--- config.mk ---
export PLATFORM = sky130hd
export DESIGN_NAME = aosc_ctrl
export DESIGN_NICKNAME = d
export VERILOG_FILES = /design/src/rtl/alpha_over_stack_compositor_top_macros.svh /design/src/rtl/aosc_pkg.sv /design/src/rtl/aosc_ctrl.sv
export SDC_FILE = /design/constraint.sdc
export NUM_CORES = 1
export LEC_CHECK = 0
export ABC_AREA = 1
export BUFFER_PORTS_ARGS = -buffer_cell sky130_fd_sc_hd__buf_4
export CAP_MARGIN = 10
export CORE_AREA = 2 2 39 41
export CTS_BUF_LIST = sky130_fd_sc_hd__clkbuf_4
export DETAILED_ROUTE_END_ITERATION = 8
export DIE_AREA = 0 0 41 43
export PLACE_DENSITY = 0.42
export SYNTH_ARGS = -nofsm -noshare
export SYNTH_HDL_FRONTEND = slang
export SYNTH_SLANG_ARGS = --single-unit
--- constraint.sdc ---
create_clock -name clk -period 1.15 [get_ports clk]
set_input_delay 0.0575 -clock clk [delete_from_list [all_inputs] [get_ports clk]]
set_output_delay 0.0575 -clock clk [all_outputs]
set_load 0.02 [all_outputs]
--- src/rtl/alpha_over_stack_compositor_top_macros.svh ---
// Assertion macros for the stack compositor.
// Used by the top level only; no other dependencies.
`ifndef ALPHA_OVER_STACK_COMPOSITOR_TOP_MACROS_SVH
`define ALPHA_OVER_STACK_COMPOSITOR_TOP_MACROS_SVH
// Implication checked on every clock edge outside reset.
`define AOSC_ASSERT_IMPL(label, clk_s, rst_n, ante, cons, msg) \
	label: assert property (@(posedge clk_s) disable iff (!rst_n) (ante) |-> (cons)) \
		else $error(msg);
// Implication whose consequent is checked in the cycle after the antecedent.
`define AOSC_ASSERT_NEXT(label, clk_s, rst_n, ante, cons, msg) \
	label: assert property (@(posedge clk_s) disable iff (!rst_n) (ante) |=> (cons)) \
		else $error(msg);
`endif

--- src/rtl/aosc_pkg.sv ---
// Package for the stack compositor: widths, codes, state type and command structs.
// No dependencies.
`default_nettype none
package aosc_pkg;
	localparam int unsigned CH_W = 17;
	localparam int unsigned ACC_W = 25;
	localparam int unsigned POS_W = 9;
	localparam int unsigned DEF_MAX_LAYERS = 256;
	localparam logic [CH_W-1:0] ONE_FX = 17'd65536;

	typedef enum logic [1:0] {
		ST_OK = 2'd0,
		ST_EMPTY = 2'd1,
		ST_INVALID = 2'd2,
		ST_HIDDEN = 2'd3
	} status_t;

	typedef enum logic [2:0] {
		S_IDLE,
		S_BLEND,
		S_DIV,
		S_OUT
	} ctrl_state_t;

	typedef struct packed {
		logic blend;     // register the blend products into the accumulators
		logic div_start; // load the divider
		logic div_step;  // one quotient bit
		logic clear;     // return to reset state after emitting
		logic out_load;  // capture the result
	} dp_cmd_t;

	typedef struct packed {
		logic div_done;
		logic fast_result; // result needs no division
	} dp_stat_t;
endpackage
`default_nettype wire

--- src/rtl/aosc_ctrl.sv ---
// Controller: sequences layer blend, division and result hand-over.
// Depends on aosc_pkg.
`default_nettype none
module aosc_ctrl import aosc_pkg::*; (
	input wire logic clk,
	input wire logic arst_n,
	input wire logic in_valid,
	input wire logic in_last,
	output logic in_ready,
	output logic out_valid,
	input wire logic out_ready,
	output dp_cmd_t cmd,
	input wire dp_stat_t stat
);
	ctrl_state_t state_q, state_d;
	logic ov_q, ov_d;
	logic in_last_q;
	logic take;
	assign take = in_valid && in_ready;

	always_comb begin
		state_d = state_q;
		unique case (state_q)
			S_IDLE: if (take) state_d = S_BLEND;
			S_BLEND: state_d = in_last_q ? (stat.fast_result ? S_OUT : S_DIV) : S_IDLE;
			S_DIV: if (stat.div_done) state_d = S_OUT;
			S_OUT: if (!ov_q || out_ready) state_d = S_IDLE;
			default: state_d = S_IDLE;
		endcase
	end

	always_ff @(posedge clk or negedge arst_n) begin
		if (!arst_n) begin
			state_q <= S_IDLE;
			ov_q <= 1'b0;
			in_last_q <= 1'b0;
		end else begin
			state_q <= state_d;
			ov_q <= ov_d;
			if (take) in_last_q <= in_last;
		end
	end

	always_comb begin
		cmd = '0;
		in_ready = 1'b0;
		ov_d = ov_q && !out_ready;
		unique case (state_q)
			S_IDLE: in_ready = 1'b1;
			S_BLEND: begin
				cmd.blend = 1'b1;
				cmd.div_start = in_last_q;
			end
			S_DIV: cmd.div_step = 1'b1;
			S_OUT: if (!ov_q || out_ready) begin
				cmd.out_load = 1'b1;
				cmd.clear = 1'b1;
				ov_d = 1'b1;
			end
			default: ;
		endcase
	end
	assign out_valid = ov_q;
endmodule
`default_nettype wire

==> results.json <==
{
  "status": "complete, no violations",
  "cts-root-buf": "clkbuf_4",
  "dr_total_vias": 264,
  "synth_compound_area_share_pct": 2.06,
  "finalClockSkew_ns": 0.00252,
  "antenna_found_initial": 0,
  "overflow": 0,
  "fin_ws_ns": 0.0839,
  "grt_pass1_wl_um": 828,
  "syn_inst": 36,
  "min_period_ns": 1.07,
  "power.leakage_nw": 0.233,
  "fillCellCount": 157,
  "synthDominantCellAreaShare_pct": 41.2,
  "synthAdderAreaFrac_pct": 0,
  "synth_nets": 43,
  "cts_sinks": 4,
  "hold_class": "in -> reg",
  "startpoint_type": "flip-flop",
  "remaining_drc_errors": 0,
  "routed_wl_um": 549,
  "cap_viol_max_count": 0,
  "drive_gt1_share_pct": 48.1,
  "htree_levels": 1,
  "synth_top_family_by_area": "simple AND/OR/NAND/NOR gates",
  "grt_pass1_vias": 218,
  "fmax_ghz": 0.938,
  "cts.clk_slew.worst_paths_ns": 0.04,
  "ys_seq_area_share_pct": 41.2,
  "synthMuxAreaShare_pct": 0,
  "grt_use_total_pct": 7.75,
  "critPathMaxFanout": 6,
  "setup_viol": 0,
  "dieArea_um2": 1760,
  "drt_iter0_drc": 2,
  "ant_nets": 0,
  "regArea_um2": 103,
  "routedWlPerCell_um": 8.07,
  "stdcell_area_um2": 400,
  "yosys-top-cells-area": "dfrtp_1 41%, nand2_1 14%, inv_1 12%",
  "rows": 14,
  "nets": 61,
  "timing.final.crit_share_pct": 92.7,
  "crit_slowest_cell": "dfrtp_2",
  "cts_tree": "done",
  "tightest_slew_ns": 0.181,
  "hpwl_um": 452,
  "die_w_um": 41,
  "peakVddDrop_uv": 642,
  "slew_violations": 0,
  "io_pins": 14,
  "synth_seq_cells": 4,
  "place_congestion": 0.672,
  "power_density_nw_per_um2": 2600,
  "rsz0062_at_grt": "yes",
  "first_pass_iters": 2,
  "finalHoldWorstSlack_ns": 0.0440,
  "path_class": "reg -> out",
  "mostFrequentLayoutCell": "buf_4",
  "cpPeakStageDelay_ns": 0.44,
  "yosysTopAreaCell": "dfrtp_1",
  "hold_viol_final": 0,
  "synth-xor-area-share_pct": 0,
  "avgSynthCellArea_um2": 6.74,
  "postPlaceCellArea_um2": 358,
  "yosysUniqueCellTypes": 10,
  "coreArea_um2": 1380,
  "start_util_pct": 17.5,
  "crit_path_end_kind": "primary output",
  "die_y_um": 43,
  "max_slew_margin_pct": 87.9,
  "antenna_cells": 0,
  "grt_start_max_net_pins": 7,
  "dp_worst_setup_slack_ns": 0.170,
  "numCtsBuffers": 3,
  "cp.arrival_ns": 1.01,
  "crit_chain": "inv_2 > nand3_1 > inv_1 > buf_4",
  "critPathRequiredTime_ns": 1.09,
  "clock_latency_ns": 0.24,
  "cts_buffer_depth": 2,
  "yosys.area_share.simple_pct": 41.2,
  "via_per_inst": 3.88,
  "numPortBuffers": 13,
  "yosys_warnings": 0,
  "syn2layout_area_growth_pct": 64.9,
  "multiInputGateArea_um2": 118,
  "synth.cell_area_um2": 243,
  "mostFrequentLayoutCells": "13 x buf_4, 9 x nand2_1, 6 x inv_1"
}
-- per-layer routing --
metal / GRT usage (%) / wire, µm / up-vias
met3: 3.14 / 38 / 0
li1: - / - / 141
met1: 9.09 / 242 / 116
met4: 10.0 / 0 / 0
met2: 8.75 / 269 / 7
met5: 0 / 0 / -
-- area by class of cell --
class / instances / share of cell area, %
multi-input cells: 23 / 29.4
repair buffers: 14 / 26.9
clock buffers: 3 / 5.62
well taps: 16 / 5.00
inverters: 8 / 7.50
flip-flops and latches: 4 / 25.6
-- metrics by stage --
stage / TNS, ns / total power, W / std cells / utilization [%]
6_report: 0 / 0.00104 / 68 / 28.9
5_1_grt: -0.0133 / 0.00114 / 68 / 28.9
4_1_cts: 0 / 0.00103 / 68 / 28.2
3_5_place_dp: 0 / 0.000839 / 64 / 25.9
3_3_place_gp: 0 / 0.000842 / 64 / 25.9
2_1_floorplan: 0 / 0.000632 / 36 / -
-- worst max-delay path: cells and delay by family (launching register included) --
kind                   cells  cell delay [ns]
AND/OR/NAND/NOR            1             0.08
buffers and inverters      3             0.26
flip-flops                 1             0.44
-- flip-flops by register name, summed over array words and instances, names as in the netlist --
name,flops
out_valid,1
in_last_q,1
state_q,2
-- kinds of logic after synthesis --
kind of cell,after synthesis
flops,4
simple gates,22
compound gates,1
buf+inv,9
-- report_power, final --
group	switching, W	internal [W]
registers	0.0000748	0.000214
logic	0.000334	0.000239
clock network	0.0000613	0.000117
-- cells in the mapped netlist, drive strengths merged --
master and n:
dfrtp 4, inv 8, nand4 2, nor2 4
o21ai 1, nand3 4, and2 1, nand2 11
buf 1
-- worst paths after layout --
kind,from,endpoint,slack (ns),depth (start not counted)
min in group asynchronous,arst_n,in_last_q$_DFFE_PN0P_,0.15,2
max reg2reg,state_q[1]$_DFFE_PN0P_,state_q[1]$_DFFE_PN0P_,0.15,5
min,out_ready,out_valid$_DFF_PN0_,0.04,2
max,state_q[1]$_DFFE_PN0P_,cmd[3],0.08,4
max in group asynchronous,arst_n,state_q[1]$_DFFE_PN0P_,0.89,2
min reg2reg,in_last_q$_DFFE_PN0P_,in_last_q$_DFFE_PN0P_,0.51,2
-- timing repair --
item / 4_1_cts / 5_1_grt
hold buffers: 1 / 0
endpoints found under the hold margin: 4 / 0
setup endpoints to repair: 0 / 4
gates resized for setup: 0 / 6
buffers inserted: 0 / 0
(Power assumes the default switching activity.)
